==> src/design/cba_pkg.sv <==
// shared types and constants for the clipped alpha blender
`timescale 1ns / 1ps

package cba_pkg;

   // largest overlay or frame size honored by the clipping logic
   localparam int MAX_SIZE = 8192;

   // request queue between classifier and blend pipeline
   localparam int QUEUE_DEPTH = 4;

   // configuration register indexes
   localparam logic [2:0] CSR_OFFSET_X      = 3'd0;
   localparam logic [2:0] CSR_OFFSET_Y      = 3'd1;
   localparam logic [2:0] CSR_FRAME_WIDTH   = 3'd2;
   localparam logic [2:0] CSR_FRAME_HEIGHT  = 3'd3;
   localparam logic [2:0] CSR_SOURCE_WIDTH  = 3'd4;
   localparam logic [2:0] CSR_SOURCE_HEIGHT = 3'd5;
   localparam logic [2:0] CSR_GLOBAL_ALPHA  = 3'd6;

   // clipping settings seen by the classifier
   typedef struct packed {
      logic signed [13:0] offset_x;
      logic signed [13:0] offset_y;
      logic [13:0]        frame_width;
      logic [13:0]        frame_height;
      logic [13:0]        source_width;
      logic [13:0]        source_height;
   } clip_cfg_type;

   // one visible pixel waiting to be blended
   typedef struct packed {
      logic [12:0] frame_x;
      logic [12:0] frame_y;
      logic [7:0]  src_red;
      logic [7:0]  src_green;
      logic [7:0]  src_blue;
      logic [7:0]  overlay_alpha;
      logic [7:0]  back_red;
      logic [7:0]  back_green;
      logic [7:0]  back_blue;
   } pixel_type;

endpackage

==> src/design/cba_front.sv <==
// front end: unpacks request transactions and drops pixels that fall outside the frame
`timescale 1ns / 1ps

module cba_front (
   input  logic                  req_tvalid,
   output logic                  req_tready,
   input  logic [87:0]           req_tdata,
   input  cba_pkg::clip_cfg_type clip_cfg,
   input  logic                  queue_full,
   output logic                  queue_push,
   output cba_pkg::pixel_type    queue_item
);
   import cba_pkg::*;

   localparam logic [13:0] SIZE_CAP = 14'(MAX_SIZE);

   logic [12:0]        src_x;
   logic [12:0]        src_y;
   logic signed [14:0] pos_x;
   logic signed [14:0] pos_y;
   logic               inside_source;
   logic               inside_frame;

   // registers above the size cap act as the cap
   function automatic logic [13:0] cap_size(input logic [13:0] v);
      cap_size = (v > SIZE_CAP) ? SIZE_CAP : v;
   endfunction

   // overlay position fields
   assign src_x = req_tdata[12:0];
   assign src_y = req_tdata[25:13];

   // frame position is overlay position plus signed offset
   assign pos_x = 15'(signed'(clip_cfg.offset_x)) + signed'({2'b00, src_x});
   assign pos_y = 15'(signed'(clip_cfg.offset_y)) + signed'({2'b00, src_y});

   // clip against overlay size, frame size and coordinate range
   always_comb begin
      inside_source = ({1'b0, src_x} < cap_size(clip_cfg.source_width)) &&
                      ({1'b0, src_y} < cap_size(clip_cfg.source_height));
      inside_frame  = !pos_x[14] && !pos_x[13] && !pos_y[14] && !pos_y[13] &&
                      ({1'b0, pos_x[12:0]} < cap_size(clip_cfg.frame_width)) &&
                      ({1'b0, pos_y[12:0]} < cap_size(clip_cfg.frame_height));
   end

   // dropped pixels are taken and discarded; visible ones go to the queue
   assign req_tready = !queue_full;
   assign queue_push = req_tvalid && !queue_full && inside_source && inside_frame;

   always_comb begin
      queue_item.frame_x       = pos_x[12:0];
      queue_item.frame_y       = pos_y[12:0];
      queue_item.src_red       = req_tdata[33:26];
      queue_item.src_green     = req_tdata[41:34];
      queue_item.src_blue      = req_tdata[49:42];
      queue_item.overlay_alpha = req_tdata[57:50];
      queue_item.back_red      = req_tdata[65:58];
      queue_item.back_green    = req_tdata[73:66];
      queue_item.back_blue     = req_tdata[81:74];
   end

endmodule

==> src/design/cba_queue.sv <==
// short queue of visible pixels between the front end and the blend pipeline
`timescale 1ns / 1ps

module cba_queue (
   input  logic               clock,
   input  logic               reset,
   input  logic               push,
   input  cba_pkg::pixel_type push_item,
   input  logic               pop,
   output cba_pkg::pixel_type head_item,
   output logic               full,
   output logic               empty
);
   import cba_pkg::*;

   localparam int PTR_W = $clog2(QUEUE_DEPTH);

   pixel_type         slot_ff [QUEUE_DEPTH];
   logic [PTR_W-1:0]  wr_ptr_ff;
   logic [PTR_W-1:0]  wr_ptr_in;
   logic [PTR_W-1:0]  rd_ptr_ff;
   logic [PTR_W-1:0]  rd_ptr_in;
   logic [PTR_W:0]    count_ff;
   logic [PTR_W:0]    count_in;
   logic              do_push;
   logic              do_pop;

   assign full      = (count_ff == (PTR_W+1)'(QUEUE_DEPTH));
   assign empty     = (count_ff == '0);
   assign do_push   = push && !full;
   assign do_pop    = pop && !empty;
   assign head_item = slot_ff[rd_ptr_ff];

   // pointer and fill count update
   always_comb begin
      wr_ptr_in = do_push ? wr_ptr_ff + 1'b1 : wr_ptr_ff;
      rd_ptr_in = do_pop ? rd_ptr_ff + 1'b1 : rd_ptr_ff;
      count_in  = count_ff;
      if (do_push && !do_pop) begin
         count_in = count_ff + 1'b1;
      end else if (do_pop && !do_push) begin
         count_in = count_ff - 1'b1;
      end
   end

   always_ff @(posedge clock) begin
      if (reset) begin
         wr_ptr_ff <= '0;
         rd_ptr_ff <= '0;
         count_ff  <= '0;
      end else begin
         wr_ptr_ff <= wr_ptr_in;
         rd_ptr_ff <= rd_ptr_in;
         count_ff  <= count_in;
      end
   end

   // storage slots
   always_ff @(posedge clock) begin
      if (do_push) begin
         slot_ff[wr_ptr_ff] <= push_item;
      end
   end

endmodule

==> src/design/cba_blend.sv <==
// blend pipeline: global alpha scaling, channel mixing and the result register
`timescale 1ns / 1ps

module cba_blend (
   input  logic               clock,
   input  logic               reset,
   input  logic [7:0]         global_alpha,
   input  logic               queue_empty,
   input  cba_pkg::pixel_type queue_item,
   output logic               queue_pop,
   output logic               rsp_tvalid,
   input  logic               rsp_tready,
   output logic [55:0]        rsp_tdata
);
   import cba_pkg::*;

   localparam logic [7:0] FULL = 8'd255;

   logic        advance;
   // stage 1: alpha product
   logic        s1_valid_ff;
   pixel_type   s1_item_ff;
   logic [15:0] s1_alpha_prod_ff;
   // stage 2: effective alpha
   logic        s2_valid_ff;
   pixel_type   s2_item_ff;
   logic [7:0]  s2_alpha_ff;
   // stage 3: weighted sums
   logic        s3_valid_ff;
   logic [12:0] s3_frame_x_ff;
   logic [12:0] s3_frame_y_ff;
   logic [15:0] s3_sum_red_ff;
   logic [15:0] s3_sum_green_ff;
   logic [15:0] s3_sum_blue_ff;
   logic [7:0]  s2_inv_alpha;
   // result register
   logic        rsp_valid_ff;
   logic [12:0] rsp_frame_x_ff;
   logic [12:0] rsp_frame_y_ff;
   logic [7:0]  rsp_red_ff;
   logic [7:0]  rsp_green_ff;
   logic [7:0]  rsp_blue_ff;

   // exact truncating divide by 255 for values up to 255 * 255
   function automatic logic [7:0] div255(input logic [15:0] x);
      logic [15:0] t;
      t = x + {8'd0, x[15:8]} + 16'd1;
      div255 = t[15:8];
   endfunction

   // whole pipeline moves when the result register is free or being taken
   assign advance   = !rsp_valid_ff || rsp_tready;
   assign queue_pop = advance && !queue_empty;

   // valid bits
   always_ff @(posedge clock) begin
      if (reset) begin
         s1_valid_ff  <= 1'b0;
         s2_valid_ff  <= 1'b0;
         s3_valid_ff  <= 1'b0;
         rsp_valid_ff <= 1'b0;
      end else if (advance) begin
         s1_valid_ff  <= !queue_empty;
         s2_valid_ff  <= s1_valid_ff;
         s3_valid_ff  <= s2_valid_ff;
         rsp_valid_ff <= s3_valid_ff;
      end
   end

   assign s2_inv_alpha = FULL - s2_alpha_ff;

   // data path
   always_ff @(posedge clock) begin
      if (advance) begin
         s1_item_ff       <= queue_item;
         s1_alpha_prod_ff <= queue_item.overlay_alpha * global_alpha;

         s2_item_ff       <= s1_item_ff;
         s2_alpha_ff      <= div255(s1_alpha_prod_ff);

         s3_frame_x_ff    <= s2_item_ff.frame_x;
         s3_frame_y_ff    <= s2_item_ff.frame_y;
         s3_sum_red_ff    <= s2_item_ff.src_red * s2_alpha_ff +
                             s2_item_ff.back_red * s2_inv_alpha;
         s3_sum_green_ff  <= s2_item_ff.src_green * s2_alpha_ff +
                             s2_item_ff.back_green * s2_inv_alpha;
         s3_sum_blue_ff   <= s2_item_ff.src_blue * s2_alpha_ff +
                             s2_item_ff.back_blue * s2_inv_alpha;

         rsp_frame_x_ff   <= s3_frame_x_ff;
         rsp_frame_y_ff   <= s3_frame_y_ff;
         rsp_red_ff       <= div255(s3_sum_red_ff);
         rsp_green_ff     <= div255(s3_sum_green_ff);
         rsp_blue_ff      <= div255(s3_sum_blue_ff);
      end
   end

   // result transaction
   assign rsp_tvalid = rsp_valid_ff;
   assign rsp_tdata  = {6'd0, rsp_blue_ff, rsp_green_ff, rsp_red_ff,
                        rsp_frame_y_ff, rsp_frame_x_ff};

endmodule

==> src/design/clipped_alpha_blender.sv <==
// top level of the clipped alpha blender: configuration registers and block wiring
`timescale 1ns / 1ps

// Lays an RGBA overlay pixel over the background pixel under it, with a global
// opacity on top of the pixel alpha. Each request transaction carries one overlay
// pixel, its overlay position and the background colour; the frame position is the
// overlay position plus the signed offset. Pixels outside the overlay size, the
// frame size or the 13-bit coordinate range are taken and produce no response.
// The block takes one pixel per clock while the queue has room: the front end
// clips in the cycle of acceptance and writes visible pixels into a 4-entry
// queue, and a four-stage blend pipeline (alpha product, alpha divide, channel
// mixing, divide into the result register) drains it. A stalled response stalls
// the pipeline; requests keep being accepted until the queue fills. The user must
// write configuration only while idle; the block itself does not enforce it.

module clipped_alpha_blender (
   input  logic        clock,
   input  logic        reset,
   // request: src_x, src_y, src_red, src_green, src_blue, overlay_alpha,
   // back_red, back_green, back_blue, zero pad
   input  logic        req_tvalid,
   output logic        req_tready,
   input  logic [87:0] req_tdata,
   // response: frame_x, frame_y, out_red, out_green, out_blue, zero pad
   output logic        rsp_tvalid,
   input  logic        rsp_tready,
   output logic [55:0] rsp_tdata,
   // configuration writes
   input  logic        csr_we,
   input  logic [2:0]  csr_index,
   input  logic [13:0] csr_wdata
);
   import cba_pkg::*;

   clip_cfg_type clip_cfg_ff;
   logic [7:0]   global_alpha_ff;
   logic         queue_full;
   logic         queue_empty;
   logic         queue_push;
   logic         queue_pop;
   pixel_type    push_item;
   pixel_type    head_item;

   // configuration registers
   always_ff @(posedge clock) begin
      if (reset) begin
         clip_cfg_ff.offset_x      <= 14'sd0;
         clip_cfg_ff.offset_y      <= 14'sd0;
         clip_cfg_ff.frame_width   <= 14'd1024;
         clip_cfg_ff.frame_height  <= 14'd768;
         clip_cfg_ff.source_width  <= 14'd1024;
         clip_cfg_ff.source_height <= 14'd768;
         global_alpha_ff           <= 8'd255;
      end else if (csr_we) begin
         unique case (csr_index)
            CSR_OFFSET_X:      clip_cfg_ff.offset_x      <= signed'(csr_wdata);
            CSR_OFFSET_Y:      clip_cfg_ff.offset_y      <= signed'(csr_wdata);
            CSR_FRAME_WIDTH:   clip_cfg_ff.frame_width   <= csr_wdata;
            CSR_FRAME_HEIGHT:  clip_cfg_ff.frame_height  <= csr_wdata;
            CSR_SOURCE_WIDTH:  clip_cfg_ff.source_width  <= csr_wdata;
            CSR_SOURCE_HEIGHT: clip_cfg_ff.source_height <= csr_wdata;
            CSR_GLOBAL_ALPHA:  global_alpha_ff           <= csr_wdata[7:0];
            default: begin
            end
         endcase
      end
   end

   // clipping front end
   cba_front u_front (
      .req_tvalid (req_tvalid),
      .req_tready (req_tready),
      .req_tdata  (req_tdata),
      .clip_cfg   (clip_cfg_ff),
      .queue_full (queue_full),
      .queue_push (queue_push),
      .queue_item (push_item)
   );

   // visible pixel queue
   cba_queue u_queue (
      .clock     (clock),
      .reset     (reset),
      .push      (queue_push),
      .push_item (push_item),
      .pop       (queue_pop),
      .head_item (head_item),
      .full      (queue_full),
      .empty     (queue_empty)
   );

   // blend pipeline
   cba_blend u_blend (
      .clock        (clock),
      .reset        (reset),
      .global_alpha (global_alpha_ff),
      .queue_empty  (queue_empty),
      .queue_item   (head_item),
      .queue_pop    (queue_pop),
      .rsp_tvalid   (rsp_tvalid),
      .rsp_tready   (rsp_tready),
      .rsp_tdata    (rsp_tdata)
   );

endmodule

==> config.mk <==
export PLATFORM = sky130hd
export DESIGN_NAME = clipped_alpha_blender
export DESIGN_NICKNAME = d
export VERILOG_FILES = /design/src/design/cba_pkg.sv /design/src/design/cba_front.sv /design/src/design/cba_queue.sv /design/src/design/cba_blend.sv /design/src/design/clipped_alpha_blender.sv
export SDC_FILE = /design/constraint.sdc
export NUM_CORES = 2
export LEC_CHECK = 0
export ABC_AREA = 0
export BUFFER_PORTS_ARGS = -buffer_cell sky130_fd_sc_hd__buf_2
export CAP_MARGIN = 20
export CORE_AREA = 2 2 343 430
export DETAILED_ROUTE_END_ITERATION = 8
export DIE_AREA = 0 0 345 432
export PLACE_DENSITY = 0.43
export RECOVER_POWER = 50
export SLEW_MARGIN = 20
export SYNTH_ARGS = -nofsm -noshare
export SYNTH_HDL_FRONTEND = slang
export SYNTH_SLANG_ARGS = --single-unit
==> constraint.sdc <==
create_clock -name clock -period 17.3 [get_ports clock]
set_input_delay 1.73 -clock clock [delete_from_list [all_inputs] [get_ports clock]]
set_output_delay 1.73 -clock clock [all_outputs]
set_load 0.02 [all_outputs]
; Word level (Yosys, flattened, before mapping)
; Memory sizes are Yosys's and may differ from the RTL's. A register that Yosys moved wholly into a read port is not among the register bits.
; Cells that the tools add are included.
[classes]
n_lt_le_gt_ge = 8
eq_ne = 7
n_mul = 7
n_reduce_logical = 34
n_mux = 10
n_addsub = 18
[op_table]
columns = cell, count
row1 = $mul A8 B8 Y16, 7
row2 = $add A16 B1 Y16 const B, 4
row3 = $add A16 B8 Y16, 4
row4 = $gt A14 B14 Y1 const B, 4
row5 = $lt A13 B14 Y1, 4
row6 = $mux W14, 4
row7 = $add A16 B16 Y16, 3
row8 = $add A14 B14 Y15, 2
row9 = $logic_and A1 B1 Y1, 14
row10 = $reduce_and A2 Y1, 7
row11 = $eq A3 B3 Y1 const B, 4
row12 = $logic_not A1 Y1, 9
row13 = $sub A8 B8 Y8 const A, 1
row14 = $eq A3 B2 Y1 const B, 2
row15 = $logic_not A3 Y1, 2
row16 = $mux W3, 2
row17 = $add A2 B1 Y2 const B, 2
row18 = $mux W2, 2
row19 = $add A3 B1 Y3 const B, 1
row20 = $eq A3 B1 Y1 const B, 1
row21 = $sub A3 B1 Y3 const B, 1
row22 = $mux W1, 2
row23 = $reduce_bool A2 Y1, 1
row24 = $logic_or A1 B1 Y1, 1
[totals]
memories = 1
wordCells = 127
inputBits = 110
ramBits = 328
out_inout_bits = 58
register_bits = 399
[mem_list]
columns = memory, depth, width, rd, rd_clocked_by_memory_dff, wr, line
row1 = u_queue.slot_ff, 4, 82, 1, 1, 1, cba_queue.sv:18  ; pixel_type slot_ff [QUEUE_DEPTH];

; Depth between registers and ports, before layout
[depth]
ltp_word = 13
depth_mapped = 23
depth_no_buf = 23

; Modules after synthesis
; A second synthesis with hierarchy kept.
[hier_totals]
hier_cells = 3420
area_unflattened_um2 = 44530.2
[by_module_without_submodules]
columns = mod, cells_per_inst, seq_area_each_um2, n_inst, area_per_inst_um2
row1 = cba_blend, 2187, 8968.6, 1, 25410.6
row2 = cba_queue, 476, 10029.6, 1, 12374.4
row3 = clipped_alpha_blender, 334, 1841.8, 1, 3646.0
row4 = cba_front, 423, 0.0, 1, 3099.2

; Least setup slack after synthesis
; OpenSTA, ideal clock, no wires.
[synth_path]
path_type = in2reg
from = in rsp_tready
to = reg u_queue.count_ff[2]
path_slack_ns = 7.259
setup_time_ns = 0.070
cell_stages = 9
arrival_ns = 9.971
required_ns = 17.230
n_path_buf = 0
cell_sequence = nor2b_1 inv_1 o31ai_1 ha_1 inv_1 fa_1 xor2_1 or3_1 a21oi_1
[synth_via]
elab_chain_len = 6
elab_cells_between_ends = 8
cone_classes = 1 x mux / 7 x reduce/logical
[synth_rtl]
columns = item, line
row1 = "start, declared", clipped_alpha_blender.sv:26  ; input logic rsp_tready,
row2 = $logic_or A1 B1 Y1 *, cba_blend.sv:52  ; assign advance = !rsp_valid_ff || rsp_tready;
row3 = $logic_and A1 B1 Y1 *, cba_blend.sv:53  ; assign queue_pop = advance && !queue_empty;
row4 = $logic_and A1 B1 Y1 *, cba_queue.sv:31  ; assign do_pop = pop && !empty;
row5 = $logic_not A1 Y1, cba_queue.sv:39  ; if (do_push && !do_pop) begin
row6 = $logic_and A1 B1 Y1, cba_queue.sv:39
row7 = $mux W3 / $reduce_bool A2 Y1 (equally long branches), n/a
row8 = "end signal, assigned", cba_queue.sv:54  ; count_ff <= count_in;
row9 = "end, declared", cba_queue.sv:23  ; logic [PTR_W:0] count_ff;
; Mark *: on every way between the ends. The rest lies on a longest branch, timed or not.
; A chain may end at the register's enable or synchronous reset.

==> metrics.json <==
{
  "synth.top_cells.by_count": "624 x sky130_fd_sc_hd__edfxtp_1, 482 x sky130_fd_sc_hd__inv_1, 366 x sky130_fd_sc_hd__nand2_1, 329 x sky130_fd_sc_hd__ha_1, 327 x sky130_fd_sc_hd__fa_1",
  "number_of_antenna_violations_at_the_first_check_in_global_routing": 18,
  "fillers": 14600,
  "timing.critical_path.to_type": "flop",
  "tightest_slew_ns": 5.26,
  "wl_per_cell_um": 17.7,
  "finalSetupViolations": 0,
  "setup_total_negative_slack_ns": 0,
  "final_layout_size_suffix_gt1_share_pct": 9.33,
  "cts_htree_levels": 3,
  "critical_path_arrival_ns": 9.64,
  "syn-mean-instance-area_sq_um": 12.7,
  "fin_nets": 4344,
  "yosys-top-cells-area": "sky130_fd_sc_hd__edfxtp_1 43%, sky130_fd_sc_hd__fa_1 15%, sky130_fd_sc_hd__ha_1 9.5%",
  "placeableCoreArea_sq_um": 145000,
  "grt_first_pass_wirelength_mm": 156,
  "remaining_drc_errors": 0,
  "worst_hold_path_type": "reg -> reg",
  "timing_hold_violations_final": 0,
  "fin_max_slew_vios": 350,
  "final_setup_slack_of_the_worst_path_ns": 8.08,
  "ys.warnings.count": 0,
  "ys_async_sr_fraction_pct": 0,
  "postRouteAntennaNets": 0,
  "yosys.area.top_type_share_pct": 43.3,
  "clock_insertion_delay_worst_skew_ns": 0.71,
  "worst_setup_hold_path_clk_slew_ns": 0.06,
  "grt_setup_unrepaired": "no",
  "io_buffers": 155,
  "area_delta_synth_final_pct": 13.0,
  "post_cts.resized_instances": 0,
  "detailedRoute.firstIterationViolations": 1037,
  "synth.lib_cells_used.distinct": 62,
  "hpwl_mm": 69.3,
  "via_count_of_the_first_global_routing_pass": 26800,
  "cts-buffers-inserted": 82,
  "failing_checks": "max-capacitance violations, max-slew violations",
  "cts_setup_buffers": 0,
  "crit_slowest_cell": "sky130_fd_sc_hd__clkbuf_1",
  "start_util_pct": 29.8,
  "synth.most_common_cell": "sky130_fd_sc_hd__edfxtp_1",
  "num_vias": 24900,
  "cts_hold_repair.buffers": 0,
  "synthesis.instances": 3413,
  "criticalPathCategory": "reg -> reg",
  "std_cell_rows": 157,
  "boundaryPins": 168,
  "synth_edf_count": 624,
  "critical_path.max_stage_delay_ns": 2.65,
  "seq_area_frac_synth_pct": 48.2,
  "fmax_ghz": 0.108,
  "drv.max_cap_violation_count": 6,
  "crit_path_max_fanout": 50,
  "ctsRootBufferMaster": "sky130_fd_sc_hd__clkbuf_16",
  "grt_remaining_overflow": 0,
  "routed_wl_mm": 98.1,
  "die_height_um": 432,
  "route.detailed.vias_per_inst": 4.48,
  "synth-seq-cells": 729,
  "cp-start-kind": "flop",
  "globalplace.congestion": 0.789,
  "worstPathCellList": "clkbuf_1, mux4_2, nand2_1, fa_1, fa_1, inv_1, fa_1, inv_1, fa_1, inv_1, ha_1, inv_1, o21bai_1, a31o_2, a41o_1, o41ai_1, xnor2_1",
  "critical_path_required_ns": 17.71,
  "drt_pre_antenna_iters": 4,
  "timing.slew.headroom_pct": -251,
  "chip_width_um": 345,
  "fin_skew_ns": 0.0437,
  "cts_sinks": 729,
  "die_area_sq_um": 149000,
  "synth.largest_area_cell": "sky130_fd_sc_hd__edfxtp_1",
  "timing.final.crit_period_ns": 9.22,
  "detailedPlace.worstSlack_ns": 8.87,
  "result_of_the_run": "complete, but fails checks",
  "synthesis.area_sq_um": 43300,
  "period_share_pct": 53.3,
  "ctsLongestPathBuffers": 3,
  "grt_use_total_pct": 13.5,
  "maximum_number_of_pins_on_one_net_before_global_route_repair": 109,
  "cts_tree": "yes",
  "synth_top_flop_cell": "sky130_fd_sc_hd__edfxtp_1"
}
==> sequential cells by signal, summed over array words and instances (netlist names), named ones only <==
register,cells
u_blend.rsp_tvalid,1
u_blend.s3_frame_x_ff,13
global_alpha_ff,8
u_blend.s3_sum_red_ff,16
u_blend.s3_frame_y_ff,13
u_blend.s2_alpha_ff,8
u_blend.s1_item_ff,74
u_queue.slot_ff,328
u_blend.rsp_frame_y_ff,13
u_blend.rsp_blue_ff,8
u_blend.s1_alpha_prod_ff,16
u_blend.s3_sum_blue_ff,16
u_queue.wr_ptr_ff,2
clip_cfg_ff,84
u_queue.rd_ptr_ff,2
u_blend.rsp_frame_x_ff,13
u_blend.s1_valid_ff,1
u_blend.s3_sum_green_ff,16
u_queue.count_ff,3
u_blend.rsp_green_ff,8
u_blend.s2_valid_ff,1
u_blend.s2_item_ff,74
u_blend.s3_valid_ff,1
u_blend.rsp_red_ff,8
==> cell families after synthesis <==
family | Yosys count | synth area share (%)
xor gates and xnor gates | 111 | 2.25
and+or+nand+nor | 956 | 11.3
muxes | 88 | 4.43
buffers and inverters | 584 | 5.13
other | 1 | 0.00866
AOI/OAI and AO/OA | 288 | 4.13
DFF | 729 | 48.2
adders and majority gates | 656 | 24.6
==> path summary, 6_finish.rpt <==
check / from / end / slack, ns / depth (start not counted)
worst max-delay path: flop / u_blend.s1_alpha_prod_ff[15] / 8.08 / 17
worst min-delay path: u_blend.s1_item_ff[60] / u_blend.s2_item_ff[60] / 0.41 / 0
worst max register to register: flop / u_blend.s1_alpha_prod_ff[15] / 8.08 / 17
worst min register to register: u_blend.s1_item_ff[60] / u_blend.s2_item_ff[60] / 0.41 / 0
==> stage by stage <==
stage | cells | utilization (%) | hold WS [ns] | cell area [sq um]
6_report | 5555 | 33.7 | 0.411 | 48900
5_1_grt | 5553 | 33.6 | 0.419 | 48900
4_1_cts | 5553 | 33.7 | 0.400 | 49000
3_5_place_dp | 5402 | 31.8 | 0.405 | 46200
3_3_place_gp | 5402 | 31.8 | 0.400 | 46200
2_1_floorplan | 3421 | - | 0.400 | 43300
==> critical path: cells and delay by family, from the launching register on <==
family,cells,cell delay (ns)
flops,1,1.80
xor+xnor,1,0.10
fa+ha+maj,5,2.23
buf+inv,5,2.88
compound gates,4,0.94
mux,1,0.82
simple gates,1,0.10
==> placed cells by master, fill, tap and decap left out, drive strengths merged, types with 7 or more instances in the layout <==
master    synthesis  layout
edfxtp          624     624
inv             482     486
nand2           366     366
ha              329     329
fa              327     327
clkbuf           82     165
nor2b           153     153
and2            146     146
a21oi           141     141
buf              20     111
dfxtp           105     105
nand2b           92      92
mux4             82      82
xnor2            81      81
nor2             68      68
clkinv            0      32
nand3            31      31
xor2             30      30
o21ai            28      28
o21a             27      27
a21o             27      27
nor3             23      23
nand3b           17      17
nand4            16      16
and3             15      15
a211oi           13      13
nor4             11      11
conb              1       9
o21bai            8       8
o211ai            8       8
bufinv            0       7
clkinvlp          0       7
==> cell type report <==
class	count	area, sq um	area share (%)
Inverter	482	1810	3.70
Sequential cell	729	20800	42.6
Tap cell	1908	2390	4.88
Timing Repair Buffer	175	838	1.71
Clock inverter	50	562	1.15
Multi-Input combinational cell	2108	20300	41.4
Clock buffer	101	2210	4.52
Antenna cell	2	5.00	0.0102
==> per-layer routing <==
layer | global-route usage (%) | vias to the layer above | wire, um
met5 | 0 | - | 139
met2 | 24.0 | 317 | 49000
met3 | 2.78 | 135 | 4200
met4 | 3.70 | 22 | 2110
met1 | 16.6 | 12500 | 42700
li1 | - | 11900 | -
Power is not shown: default switching activity piles up to over one toggle a cycle in this logic, so the estimate is an artifact.
